## config.mk

```make
export PLATFORM = sky130hd
export DESIGN_NAME = skcr_ram
export DESIGN_NICKNAME = d
export VERILOG_FILES = /design/src/sv/skcr_pkg.sv /design/src/sv/skcr_ram.sv
export SDC_FILE = /design/constraint.sdc
export NUM_CORES = 1
export LEC_CHECK = 0
export ABC_AREA = 1
export BUFFER_PORTS_ARGS = -buffer_cell sky130_fd_sc_hd__buf_2
export CAP_MARGIN = 10
export CORE_UTILIZATION = 50
export DETAILED_ROUTE_END_ITERATION = 10
export PLACE_DENSITY = 0.65
export SLEW_MARGIN = 15
export SYNTH_ARGS = -nofsm -noshare
export SYNTH_HDL_FRONTEND = slang
export SYNTH_SLANG_ARGS = --single-unit
```

## constraint.sdc

```tcl
create_clock -name clk -period 1.4 [get_ports clk]
set_input_delay 0.28 -clock clk [delete_from_list [all_inputs] [get_ports clk]]
set_output_delay 0.28 -clock clk [all_outputs]
set_load 0.03 [all_outputs]
```

## src/sv/skcr_pkg.sv

```systemverilog
// ----------------------------------------------------------------------------
// skcr_pkg
// shared types and constants of the sorted key cell range builder
// ----------------------------------------------------------------------------
package skcr_pkg;

	localparam int unsigned MAX_CELLS_DEF    = 4096;
	localparam int unsigned PARTICLE_CAP_DEF = 262144;
	localparam int unsigned LANES_DEF        = 8;

	localparam int unsigned CELL_W  = 12;
	localparam int unsigned BEGIN_W = 18;
	localparam int unsigned END_W   = 19;
	localparam int unsigned OFS_W   = 16;
	localparam int unsigned COUNT_W = 19;

	// command codes
	localparam logic [1:0] OP_CLEAR = 2'd0;
	localparam logic [1:0] OP_PUSH  = 2'd1;
	localparam logic [1:0] OP_READ  = 2'd2;

	typedef struct packed {
		logic [1:0]        opcode;
		logic [CELL_W-1:0] cell_index;
		logic              is_dead;
	} cmd_t;

	typedef struct packed {
		logic [BEGIN_W-1:0] run_begin;
		logic [END_W-1:0]   run_end;
		logic [OFS_W-1:0]   block_offset;
		logic [COUNT_W-1:0] live_total;
	} result_t;

	// one word of the cell table
	typedef struct packed {
		logic [BEGIN_W-1:0] run_begin;
		logic [END_W-1:0]   run_end;
		logic [OFS_W-1:0]   block_offset;
	} entry_t;

	// control from the top level to the run tracker
	typedef struct packed {
		logic push;
		logic clear;
	} run_ctl_t;

	function automatic int unsigned addr_width(input int unsigned depth);
		return (depth > 1) ? $clog2(depth) : 1;
	endfunction

endpackage

```

## src/sv/skcr_ram.sv

```systemverilog
// ----------------------------------------------------------------------------
// skcr_ram
// generic single write port, single read port ram with registered read
// ----------------------------------------------------------------------------
module skcr_ram #(
	parameter int unsigned WIDTH = 8,
	parameter int unsigned DEPTH = 16,
	localparam int unsigned AW   = skcr_pkg::addr_width(DEPTH)
) (
	input  logic             clk,
	input  logic             we,
	input  logic [AW-1:0]    waddr,
	input  logic [WIDTH-1:0] wdata,
	input  logic [AW-1:0]    raddr,
	output logic [WIDTH-1:0] rdata
);

	logic [WIDTH-1:0] mem [DEPTH];

	always_ff @(posedge clk) begin
		if (we) begin
			mem[waddr] <= wdata;
		end
		rdata <= mem[raddr];
	end

endmodule

```

==> results_dict.tcl <==
set metrics [dict create \
    final_cell_mix "nand2_1, edfxtp_1, inv_1" \
    final_cell_area_mm2 0.00676 \
    numPortBuffers 25 \
    holdCritStartpoint "raddr[3]" \
    setup-tns-final_ns 0 \
    yosysSeqAreaShare_pct 69.4 \
    min-delay-path-class "in -> reg" \
    cts_sinks 136 \
    layout-drive-gt1-share_pct 13.7 \
    crit_path_max_incr_delay_ns 0.32 \
    crit_required_ns 1.12 \
    worstRegToRegCells 6 \
    path_cells "buf_2" \
    die_w_um 109 \
    grt_pass1_wl_mm 19.7 \
    diodes 0 \
    ant_nets 0 \
    initial_core_util_pct 52.3 \
    grt_max_degree 49 \
    path_buf_inv 1 \
    p_leak_uw 0.00298 \
    drtPass1Iterations 5 \
    cts_buffer_depth 2 \
    core-area_mm2 0.0110 \
    cts_max_level 4 \
    layout_commonest_cell "nand2_1" \
    endpoint_kind "primary output" \
    crit_arrival_ns 0.92 \
    pre_cts_slack_ns 0.0460 \
    worstReg2RegEnd "rdata[2]$_DFF_P_" \
    cts_resized 0 \
    dp_hpwl_mm 7.64 \
    rsz0062_at_grt "no" \
    clkLatencyLatePin_ns 0.42 \
    hold_path_end "rdata[7]$_DFF_P_" \
    pin_count 26 \
    cts-root-buf "clkbuf_16" \
    setup_slack_ns 0.197 \
    status "finished, final reports clean" \
    grt-ovfl-total 0 \
    critPathTopFamily "flip-flops" \
    drcViolationCount 0 \
    grt_pass1_vias 3796 \
    dieHeight_um 109 \
    worstReg2RegStart "mem[3][2]$_DFFE_PP_" \
    synthCells 551 \
    ys_ff_latch 136 \
    drt_first_iter_violations 245 \
    crit_type "reg -> out" \
    fin_total_pwr_uw 9420 \
    yosys_warnings 0 \
    slew-limit-headroom_pct 73.4 \
    routed_wl_mm 12.6 \
    hold_viol 0 \
    placed_area_mm2 0.00619 \
    place.gp.congestion 0.837 \
    grtUsageTotal_pct 23.8 \
    fmax_ghz 0.831 \
    cts_buffers 17 \
    fillers 896 \
    powerDensity_mw_per_mm2 1390 \
    final_nets 616 \
    rows 38 \
    cts_tree "done" \
    vias 3838 \
    r2r_slack_ns 0.40 \
    min_period_ns 1.20 \
    cts_hold_buf 0 \
    synth_cell_types 12 \
    worstMarginPinSlew_ns 0.398 \
    wl_per_cell_um 16.8 \
    die_area_mm2 0.0120 \
    clk_pin_slew_worst_paths_ns 0.05 \
    syn_avg_cell_area_um2 10.5 \
    fin_crit_sh_pct 85.9 \
    critPathLaunchType "flip-flop" \
    synth_nets 569 \
    syn_area_mm2 0.00577 \
    crit_start "rdata[0]$_DFF_P_" \
    postCtsSetupRepairBufs 0 \
    finClkSkew_ns 0.00707 \
    cp_max_fo 1 \
    drv_cap 0 \
    irDropWorstVdd_mv 1.66 \
    whs_path_depth 3 \
    cp_slowest_cell "dfxtp_1" \
    routed_via_density 5.11 \
    drv_slew 0 \
    area_growth_pct 17.2 \
    grt_antenna_before_repair 0 \
    holdWs_ns 0.161 \
    setup_viol 0 \
]
## Yosys cell counts
library cell,n,area [um2]
nand3b_1,2,15.0
buf_4,4,30.0
inv_1,100,375
buf_6,6,67.6
buf_1,1,3.75
inv_2,2,7.51
buf_2,13,65.1
nand2_1,173,649
nor2_1,17,63.8
dfxtp_1,8,160
edfxtp_1,128,3840
nand3_1,97,485
## through the flow
stage	instances	util [%]
global route	751	61.3
detailed placement	719	56.1
floorplan	551	-
CTS	751	61.3
finish	751	61.3
global placement	719	56.1
## cell type report
cell class	instances	area (um2)	area share (%)
Timing Repair Buffer	52	415	6.15
Clock inverter	11	105	1.56
Inverter	102	383	5.67
Sequential cell	136	4000	59.3
Clock buffer	21	460	6.81
Tap cell	140	175	2.59
Multi-Input combinational cell	289	1210	18.0
## power breakdown
part           switching [uW]  leakage [uW]  internal (uW)
Clock                    1520      0.000290           2680
Combinational             447       0.00146            197
Sequential               22.6       0.00122           4550
## logic make-up (layout without fill, tap and decap cells)
family,Yosys count,after routing,synth area share (%)
AND/OR/NAND/NOR,289,289,21.0
buffers and inverters,126,186,9.52
flip-flops,136,136,69.4
## tightest hold or removal path: stages
cell and delay (ns):
buf_2 0.13, nand3_1 0.08, nand2_1 0.05
## routing by layer
metal | global-route usage, % | up-vias | part of all wire (%) | routed length (um)
met2 | 38.1 | 117 | 49 | 6170
met3 | 6.99 | 16 | 6.5 | 816
li1 | - | 1868 | - | -
met5 | 0 | - | 0 | 0
met4 | 9.62 | 0 | 1.9 | 234
met1 | 30.4 | 1837 | 43 | 5390
## worst max-delay path by stage
stage                           end  slack, ns  cells after the start
5_1_grt                    rdata[0]       0.16                      1
4_1_cts                    rdata[0]       0.17                      1
3_5_place_dp       rdata[2]$_DFF_P_       0.05                      8
2_1_floorplan  mem[10][0]$_DFFE_PP_       0.17                      2
6_report                   rdata[0]       0.20                      1
3_3_place_gp       rdata[4]$_DFF_P_       0.07                      9
## sequential cells by signal (all words and copies together), names as in the netlist
signal / flops
mem: 128
rdata: 8
(Power assumes the default switching activity.)
