**config.mk**
```make
export PLATFORM = sky130hd
export DESIGN_NAME = skcr_run_ctrl
export DESIGN_NICKNAME = d
export VERILOG_FILES = /design/src/sv/skcr_pkg.sv /design/src/sv/skcr_run_ctrl.sv
export SDC_FILE = /design/constraint.sdc
export NUM_CORES = 1
export LEC_CHECK = 0
export ABC_AREA = 1
export BUFFER_PORTS_ARGS = -buffer_cell sky130_fd_sc_hd__buf_2
export CORE_ASPECT_RATIO = 1.4
export CORE_MARGIN = 3
export CORE_UTILIZATION = 48
export DETAILED_ROUTE_END_ITERATION = 10
export GPL_TIMING_DRIVEN = 0
export MAX_ROUTING_LAYER = met4
export PLACE_DENSITY = 0.8
export SYNTH_ARGS = -nofsm -noshare
export SYNTH_HDL_FRONTEND = slang
export SYNTH_SLANG_ARGS = --single-unit
```
**constraint.sdc**
```tcl
create_clock -name clk -period 4.9 [get_ports clk]
set_input_delay 0.245 -clock clk [delete_from_list [all_inputs] [get_ports clk]]
set_output_delay 0.245 -clock clk [all_outputs]
set_load 0.05 [all_outputs]
```
**src/sv/skcr_pkg.sv**
```systemverilog
// ----------------------------------------------------------------------------
// skcr_pkg
// shared types and constants of the sorted key cell range builder
// ----------------------------------------------------------------------------
package skcr_pkg;

	localparam int unsigned MAX_CELLS_DEF    = 4096;
	localparam int unsigned PARTICLE_CAP_DEF = 262144;
	localparam int unsigned LANES_DEF        = 8;

	localparam int unsigned CELL_W  = 12;
	localparam int unsigned BEGIN_W = 18;
	localparam int unsigned END_W   = 19;
	localparam int unsigned OFS_W   = 16;
	localparam int unsigned COUNT_W = 19;

	// command codes
	localparam logic [1:0] OP_CLEAR = 2'd0;
	localparam logic [1:0] OP_PUSH  = 2'd1;
	localparam logic [1:0] OP_READ  = 2'd2;

	typedef struct packed {
		logic [1:0]        opcode;
		logic [CELL_W-1:0] cell_index;
		logic              is_dead;
	} cmd_t;

	typedef struct packed {
		logic [BEGIN_W-1:0] run_begin;
		logic [END_W-1:0]   run_end;
		logic [OFS_W-1:0]   block_offset;
		logic [COUNT_W-1:0] live_total;
	} result_t;

	// one word of the cell table
	typedef struct packed {
		logic [BEGIN_W-1:0] run_begin;
		logic [END_W-1:0]   run_end;
		logic [OFS_W-1:0]   block_offset;
	} entry_t;

	// control from the top level to the run tracker
	typedef struct packed {
		logic push;
		logic clear;
	} run_ctl_t;

	function automatic int unsigned addr_width(input int unsigned depth);
		return (depth > 1) ? $clog2(depth) : 1;
	endfunction

endpackage

```
**src/sv/skcr_run_ctrl.sv**
```systemverilog
// ----------------------------------------------------------------------------
// skcr_run_ctrl
// run tracking: particle counter, current run, block sum and table write word
// ----------------------------------------------------------------------------
module skcr_run_ctrl #(
	parameter int unsigned MAX_CELLS     = skcr_pkg::MAX_CELLS_DEF,
	parameter int unsigned PARTICLE_CAP  = skcr_pkg::PARTICLE_CAP_DEF,
	parameter int unsigned LANES         = skcr_pkg::LANES_DEF,
	localparam int unsigned AW           = skcr_pkg::addr_width(MAX_CELLS)
) (
	input  logic                             clk,
	input  logic                             arst_n,
	input  skcr_pkg::run_ctl_t               ctl,
	input  logic [skcr_pkg::CELL_W-1:0]      cell_index,
	input  logic                             is_dead,
	output logic                             wr_en,
	output logic [AW-1:0]                    wr_addr,
	output skcr_pkg::entry_t                 wr_data,
	output logic [skcr_pkg::COUNT_W-1:0]     live_count
);

	localparam int unsigned LW = (LANES > 1) ? $clog2(LANES) : 1;

	logic [skcr_pkg::COUNT_W-1:0] count_q;
	logic [skcr_pkg::CELL_W-1:0]  prev_q;
	logic [skcr_pkg::BEGIN_W-1:0] run_start_q;
	logic [skcr_pkg::OFS_W-1:0]   block_sum_q;
	logic [skcr_pkg::OFS_W-1:0]   run_blocks_q;
	logic [LW-1:0]                lane_q;
	logic                         dead_q;

	logic                         in_range, full, take, live, open_run;
	logic [skcr_pkg::OFS_W-1:0]   sum_next;
	logic [skcr_pkg::BEGIN_W-1:0] begin_next;
	logic [31:0]                  cell_ext;

	function automatic logic [LW-1:0] lane_step(input logic [LW-1:0] x);
		return (x == LW'(LANES - 1)) ? '0 : LW'(x + 1'b1);
	endfunction

	assign cell_ext = 32'(cell_index);
	assign in_range = cell_ext < MAX_CELLS;
	assign full     = 32'(count_q) >= PARTICLE_CAP;
	assign take     = ctl.push && !dead_q && !full && in_range;
	assign live     = take && !is_dead;
	assign open_run = (count_q == '0) || (cell_index != prev_q);

	// closing a run adds its block count to the running sum
	assign sum_next   = (open_run && count_q != '0) ? block_sum_q + run_blocks_q : block_sum_q;
	assign begin_next = open_run ? count_q[skcr_pkg::BEGIN_W-1:0] : run_start_q;

	assign wr_en                = live;
	assign wr_addr              = cell_ext[AW-1:0];
	assign wr_data.run_begin    = begin_next;
	assign wr_data.run_end      = count_q + 1'b1;
	assign wr_data.block_offset = sum_next;
	assign live_count           = count_q;

	always_ff @(posedge clk or negedge arst_n) begin
		if (!arst_n) begin
			count_q      <= '0;
			prev_q       <= '0;
			run_start_q  <= '0;
			block_sum_q  <= '0;
			run_blocks_q <= '0;
			lane_q       <= '0;
			dead_q       <= 1'b0;
		end else if (ctl.clear) begin
			count_q      <= '0;
			prev_q       <= '0;
			run_start_q  <= '0;
			block_sum_q  <= '0;
			run_blocks_q <= '0;
			lane_q       <= '0;
			dead_q       <= 1'b0;
		end else if (take && is_dead) begin
			dead_q <= 1'b1;
		end else if (live) begin
			count_q <= count_q + 1'b1;
			if (open_run) begin
				prev_q       <= cell_index;
				run_start_q  <= begin_next;
				block_sum_q  <= sum_next;
				run_blocks_q <= skcr_pkg::OFS_W'(1);
				lane_q       <= lane_step('0);
			end else begin
				if (lane_q == '0) begin
					run_blocks_q <= run_blocks_q + 1'b1;
				end
				lane_q <= lane_step(lane_q);
			end
		end
	end

endmodule

```
==> reports/metrics.cfg, run 1 <==
[status]
status = finished, final reports clean

[floorplan]
die_h_um = 136
core_area_mm2 = 0.0116
die-area_mm2 = 0.0134
io_pins = 102
num_rows = 46
initial_core_util = 0.500
die_w_um = 98.8

[routing]
drc_errors = 0
dr.first_iter.drc_count = 280
vias = 5505
viasPerCell = 5.05
finalWirelength_um = 14700
drt_pre_antenna_iters = 5
ant_nets = 0
post_drt_wl_per_cell_um = 13.5

[power_and_ir_drop]
max-vdd-ir-drop_uv = 165
switching_share = 0.278
clkPwrFrac = 0.434
cellInternalPower_mw = 1.20
pwr_density_cell_mw_per_mm2 = 243
net-switching-power_uw = 461
p_leak_nw = 3.83
comb_power_share = 0.131
seqPwrFrac = 0.435

[worst_setup_path]
path_class = reg -> out
critPathSlowestCell = dfrtp_1
crit_chain = ha_1, fa_1, nand3_1, nand2_1, nand2_1, nand2_1, nand2_1, nand2_1, nand2_1, nand2_1, nand2_1, and2_1, buf_2
endpoint_kind = primary output
path_common_cell = nand2_1
cp_num_buf_inv = 1
crit_family = simple AND/OR/NAND/NOR gates
worst_ep_arrival_time_ns = 2.66
critPathMaxFanout = 6
cp-start-kind = register
cp.required_ns = 4.66
max_stage_delay_ns = 0.47
reg2reg_slack_ns = 2.74

[place]
gp_congestion = 0.959
dpl.hpwl_um = 11300
io_buffers = 101
placed_cells = 1074

[cts]
clkLatencyLatePin_ns = 0.34
cts_sinks = 85
clock_path_buffers = 2
holdBufCountCts = 1
cts-resized-gates = 0
cts_tree = yes
cts_setup_buffers = 0
cts_buffers = 9
cts_htree_levels = 3
clkTransAtPathRegs_ns = 0.07
cts-root-buf = clkbuf_16

[synth]
synth_seq_area_share = 0.368
synth_edf_count = 0
syn_nets = 867
synth-seq-cells = 85
netlist_area_mm2 = 0.00579
avgSynthCellArea_um2 = 6.99
yosys_warnings = 0
syn-instance-count = 828
ys.flop_type = dfrtp_1
synthArstFlopShare = 1.00
synth_cell_types = 41

[sta]
min_period_ns = 2.91
skew_ns = 0.00894
relSlewSlack = 0.640
hold_ws_ns = 0.147
fin_setup_tns_ns = 0
drv_slew = 0
max_freq_ghz = 0.344
hold_viol = 0
setup_viol = 0
period_share = 0.593
tightest_slew_ns = 0.539
rsz0062_at_grt = no

[global_routing]
grt_usage = 0.232
grt_overflow = 0
first_global_vias = 5265
grt_first_pass_wirelength_um = 24800
grt_max_degree = 71
grt_antenna_before_repair = 0

[finish]
fin_nets = 981
area_growth_pct = 17.9
antenna_cells = 0
final_cells = 1091
nFillCells = 1126
drive_gt1_frac = 0.184

[run]
maxCapViolations = 0

[min_path]
min_path_type = in -> reg

-- state kept, by name (all words and copies together), names as in the netlist --
name,cells
block_sum_q,16
dead_q,1
lane_q,3
live_count,19
prev_q,12
run_blocks_q,16
run_start_q,18
-- stage by stage --
stage | util | setup slack [ns] | total power, mW | area (um^2)
floorplan | - | 1.59 | 0.882 | 5790
global placement | 0.559 | 2.39 | 0.949 | 6470
detailed placement | 0.562 | 2.37 | 0.954 | 6500
CTS | 0.590 | 2.00 | 1.67 | 6820
global route | 0.590 | 1.80 | 1.72 | 6820
finish | 0.590 | 1.99 | 1.66 | 6820
-- placed cells by master (no fill, tap or decap), types with 2 or more instances in the layout --
master / n
nand2_4: 2
nor2_2: 5
inv_2: 7
buf_2: 102
o21ai_1: 11
nand2_2: 3
clkbuf_2: 2
clkinvlp_4: 2
xnor2_1: 14
nand3_2: 2
nor3_1: 9
nand2_1: 310
xor2_1: 17
clkbuf_1: 3
clkbuf_8: 2
buf_4: 15
nor2_1: 50
clkbuf_16: 9
buf_6: 10
o21ai_0: 53
nand4_1: 8
inv_1: 106
nor4_1: 2
o22ai_1: 9
nor2_4: 2
a21oi_1: 11
a31oi_1: 2
ha_1: 21
nor3_2: 2
dfrtp_1: 85
nand3_1: 45
and2_1: 9
-- cells in the mapped netlist, types with 5 or more instances --
master,count,area [um^2]
nor2_1,50,188
nand2_1,310,1160
and2_1,9,56.3
nor3_1,9,45.0
dfrtp_1,85,2130
o21ai_1,11,55.1
ha_1,21,263
xnor2_1,14,123
xor2_1,17,149
a21oi_1,11,55.1
buf_4,14,105
inv_1,106,398
nand4_1,8,50.1
nor2_2,5,31.3
o21ai_0,53,265
inv_2,7,26.3
nand3_1,45,225
buf_6,10,113
o22ai_1,9,56.3
-- layer usage --
layer  part of all wire  GRT usage  up-vias
met3              0.051     0.0375       19
met4              0.018     0.0752        0
met1               0.42      0.274     2517
li1                   -          -     2810
met5                  0          -        -
met2               0.51      0.404      159
-- area by class of cell --
| type | instances | area [um^2] | share of cell area |
|---|---|---|---|
| timing repair buffer | 103 | 546 | 0.0800 |
| sequential | 85 | 2130 | 0.312 |
| inverter | 114 | 428 | 0.0627 |
| clock inverter | 5 | 58.8 | 0.00862 |
| buffer | 32 | 269 | 0.0394 |
| tap | 144 | 180 | 0.0264 |
| clock buffer | 11 | 253 | 0.0370 |
| multi-input combinational | 597 | 2960 | 0.434 |
-- tightest hold or removal path: cells and delay by family --
kind / cells / cell delay, ns
buffers and inverters: 1 / 0.11
and+or+nand+nor: 2 / 0.10
-- cell families after synthesis --
kind of cell | after synthesis | synth area share
adder cells (fa/ha/maj) | 22 | 0.0489
AND/OR/NAND/NOR | 455 | 0.335
AO/OA/AOI/OAI | 89 | 0.0809
buffers and inverters | 146 | 0.120
XOR/XNOR | 31 | 0.0469
flip-flops | 85 | 0.368
-- power groups by stage --
stage | combinational, mW | sequential, mW | clock (mW)
floorplan | 0.147 | 0.735 | 0
global placement | 0.214 | 0.734 | 0
detailed placement | 0.219 | 0.735 | 0
CTS | 0.220 | 0.722 | 0.724
global route | 0.239 | 0.723 | 0.754
finish | 0.217 | 0.721 | 0.720
-- worst paths after layout --
path	startpoint	cells after the start	to
max in group asynchronous	arst_n	3	dead_q
min	cell_index[7]	3	prev_q[7]
max reg2reg	run_blocks_q[0]	12	block_sum_q[14]
max	run_blocks_q[0]	13	wr_data[14]
min reg2reg	run_start_q[0]	2	run_start_q[0]
min in group asynchronous	arst_n	2	prev_q[7]
Note: power is estimated with default switching activity, not from simulation.
==> run 2: changes to the inputs <==
Settings changed: PLACE_DENSITY 0.8 to 0.83.
Clock period 4.9 ns to 2.5 ns, I/O delays scaled along.
==> run 2 against run 1 <==
Compared with the run above: sequential power increased by 96%; highest routed layer unchanged; clock power up 90%; first-iteration DRC count rose by 43%; critical endpoint is now wr_data[43].
==> reports/metrics.cfg, run 2 (synthesis gave the netlist of run 1 again) <==
[finish]
area_growth_pct = 25.2
design_area_mm2 = 0.00724  ; +6.2%
mostFrequentLayoutCells = 305 x nand2_1, 103 x inv_1, 82 x dfrtp_1
largest_reg_flops = 19  ; unchanged
antenna_cells = 0  ; unchanged
layout_commonest_cell = nand2_1
drive_gt1_frac = 0.241  ; +0.0576
fin_nets = 991  ; +1.0%
final_cells = 1101  ; +0.92%

[routing]
viasPerCell = 5.16  ; +2.3%
drt_pre_antenna_iters = 5  ; unchanged
drc_errors = 0  ; unchanged
post_drt_wl_per_cell_um = 14.0  ; +3.8%
vias = 5685  ; +3.3%
finalWirelength_um = 15400  ; +4.7%
ant_nets = 0  ; unchanged
dr.first_iter.drc_count = 399  ; +43%

[sta]
max_freq_ghz = 0.410
period_share = 0.976
setup_ws_ns = 0.0607  ; -1.93 ns
setup_viol = 0  ; unchanged
fin_setup_tns_ns = 0  ; unchanged
hold_viol = 0  ; unchanged
tightest_slew_ns = 0.542  ; +0.00285 ns
skew_ns = 0.00710  ; -0.00185 ns
hold_ws_ns = 0.0254  ; -0.122 ns
drv_slew = 0  ; unchanged
relSlewSlack = 0.639  ; -0.00190
min_period_ns = 2.44

[floorplan]
initial_core_util = 0.500  ; unchanged
die_h_um = 136  ; unchanged
die_w_um = 98.8  ; unchanged
die-area_mm2 = 0.0134  ; unchanged
io_pins = 102  ; unchanged
num_rows = 46  ; unchanged
core_area_mm2 = 0.0116  ; unchanged

[power_and_ir_drop]
max-vdd-ir-drop_uv = 326  ; +97%
p_leak_nw = 3.94  ; +3.1%
pwr_density_cell_mw_per_mm2 = 450  ; +85%

[place]
placed_cell_area_mm2 = 0.00659  ; +1.4%
io_buffers = 101  ; unchanged
placed_cells = 1074  ; unchanged
dp_slack_ns = 0.140  ; -2.23 ns
dpl.hpwl_um = 11300  ; +0.59%
gp_congestion = 0.943  ; -1.7%

[worst_setup_path]
cp-start-kind = register
endpoint_kind = primary output
cp.required_ns = 2.38  ; -2.28 ns
critPathMaxFanout = 10  ; +4
worst_ep_arrival_time_ns = 2.31  ; -0.35 ns
path_class = reg -> out

[min_path]
min_path_type = in -> reg

[global_routing]
first_global_vias = 5201  ; -1.2%
grt_usage = 0.233  ; +0.000588
grt_overflow = 0  ; unchanged
grt_antenna_before_repair = 0  ; unchanged
grt_first_pass_wirelength_um = 24600  ; -1.2%
grt_max_degree = 50  ; -30%

[cts]
clkLatencyLatePin_ns = 0.35  ; about the same
cts_buffers = 9  ; unchanged
cts_htree_levels = 3  ; unchanged
cts_sinks = 85  ; unchanged
clkTransAtPathRegs_ns = 0.06  ; about the same
cts_tree = yes
cts-root-buf = clkbuf_16
clock_path_buffers = 2  ; unchanged

[status]
status = finished, final reports clean

[run]
maxCapViolations = 0  ; unchanged

==> run 2: repair_timing <==
action	4_1_cts	5_1_grt
gates resized for setup	35	39
setup endpoints to repair	31	34
endpoints found under the hold margin	36	0
buffers inserted	3	7
pin swaps	1	6
hold buffers	1	0
==> run 2: through the flow <==
step / utilization / power, mW
2_1_floorplan: - / 1.73
3_3_place_gp: 0.567 / 1.86
3_5_place_dp: 0.570 / 1.88
4_1_cts: 0.607 / 3.26
5_1_grt: 0.626 / 3.37
6_report: 0.626 / 3.26
==> run 2: where the power goes <==
| part | internal [mW] | switching, mW | total (mW) |
|---|---|---|---|
| Clock | 0.798 | 0.574 | 1.37 |
| Sequential | 1.39 | 0.0181 | 1.41 |
| Combinational | 0.153 | 0.321 | 0.474 |
==> run 2: final timing paths <==
kind	slack [ns]	cells after the start	to	startpoint
min	0.03	3	prev_q[7]	cell_index[7]
min in group asynchronous	0.29	2	run_start_q[3]	arst_n
max	0.06	12	wr_data[43]	live_count[0]
min reg2reg	0.49	2	run_start_q[12]	run_start_q[12]
max reg2reg	0.50	11	run_start_q[5]	live_count[0]
max in group asynchronous	1.56	3	run_blocks_q[4]	arst_n
==> run 2: area by class of cell <==
| class | count | area, um^2 |
|---|---|---|
| plain buffers | 32 | 277 |
| clock buffers | 10 | 239 |
| clock inverters | 6 | 62.6 |
| fillers | 1009 | 4330 |
| inverters | 114 | 432 |
| multi-input cells | 597 | 3190 |
| flip-flops and latches | 85 | 2130 |
| well taps | 144 | 180 |
| repair buffers | 113 | 733 |
==> run 2: layer usage <==
layer | vias to the layer above | track usage | routed length (um)
met3 | 36 | 0.0406 | 902
met5 | - | - | 0
li1 | 2849 | - | -
met1 | 2604 | 0.271 | 6190
met4 | 0 | 0.0972 | 416
met2 | 196 | 0.395 | 7930
==> run 2: worst max-delay path, cell delays in order, from the launching register on <==
cell and delay (ns):
dfrtp_2 0.42, clkinvlp_4 0.17, ha_1 0.24, nand3_1 0.11
nor2_2 0.06, nand3_4 0.12, nand3_4 0.12, inv_2 0.11
buf_6 0.15, buf_12 0.13, nand2_1 0.06, o21ai_2 0.08
buf_6 0.19
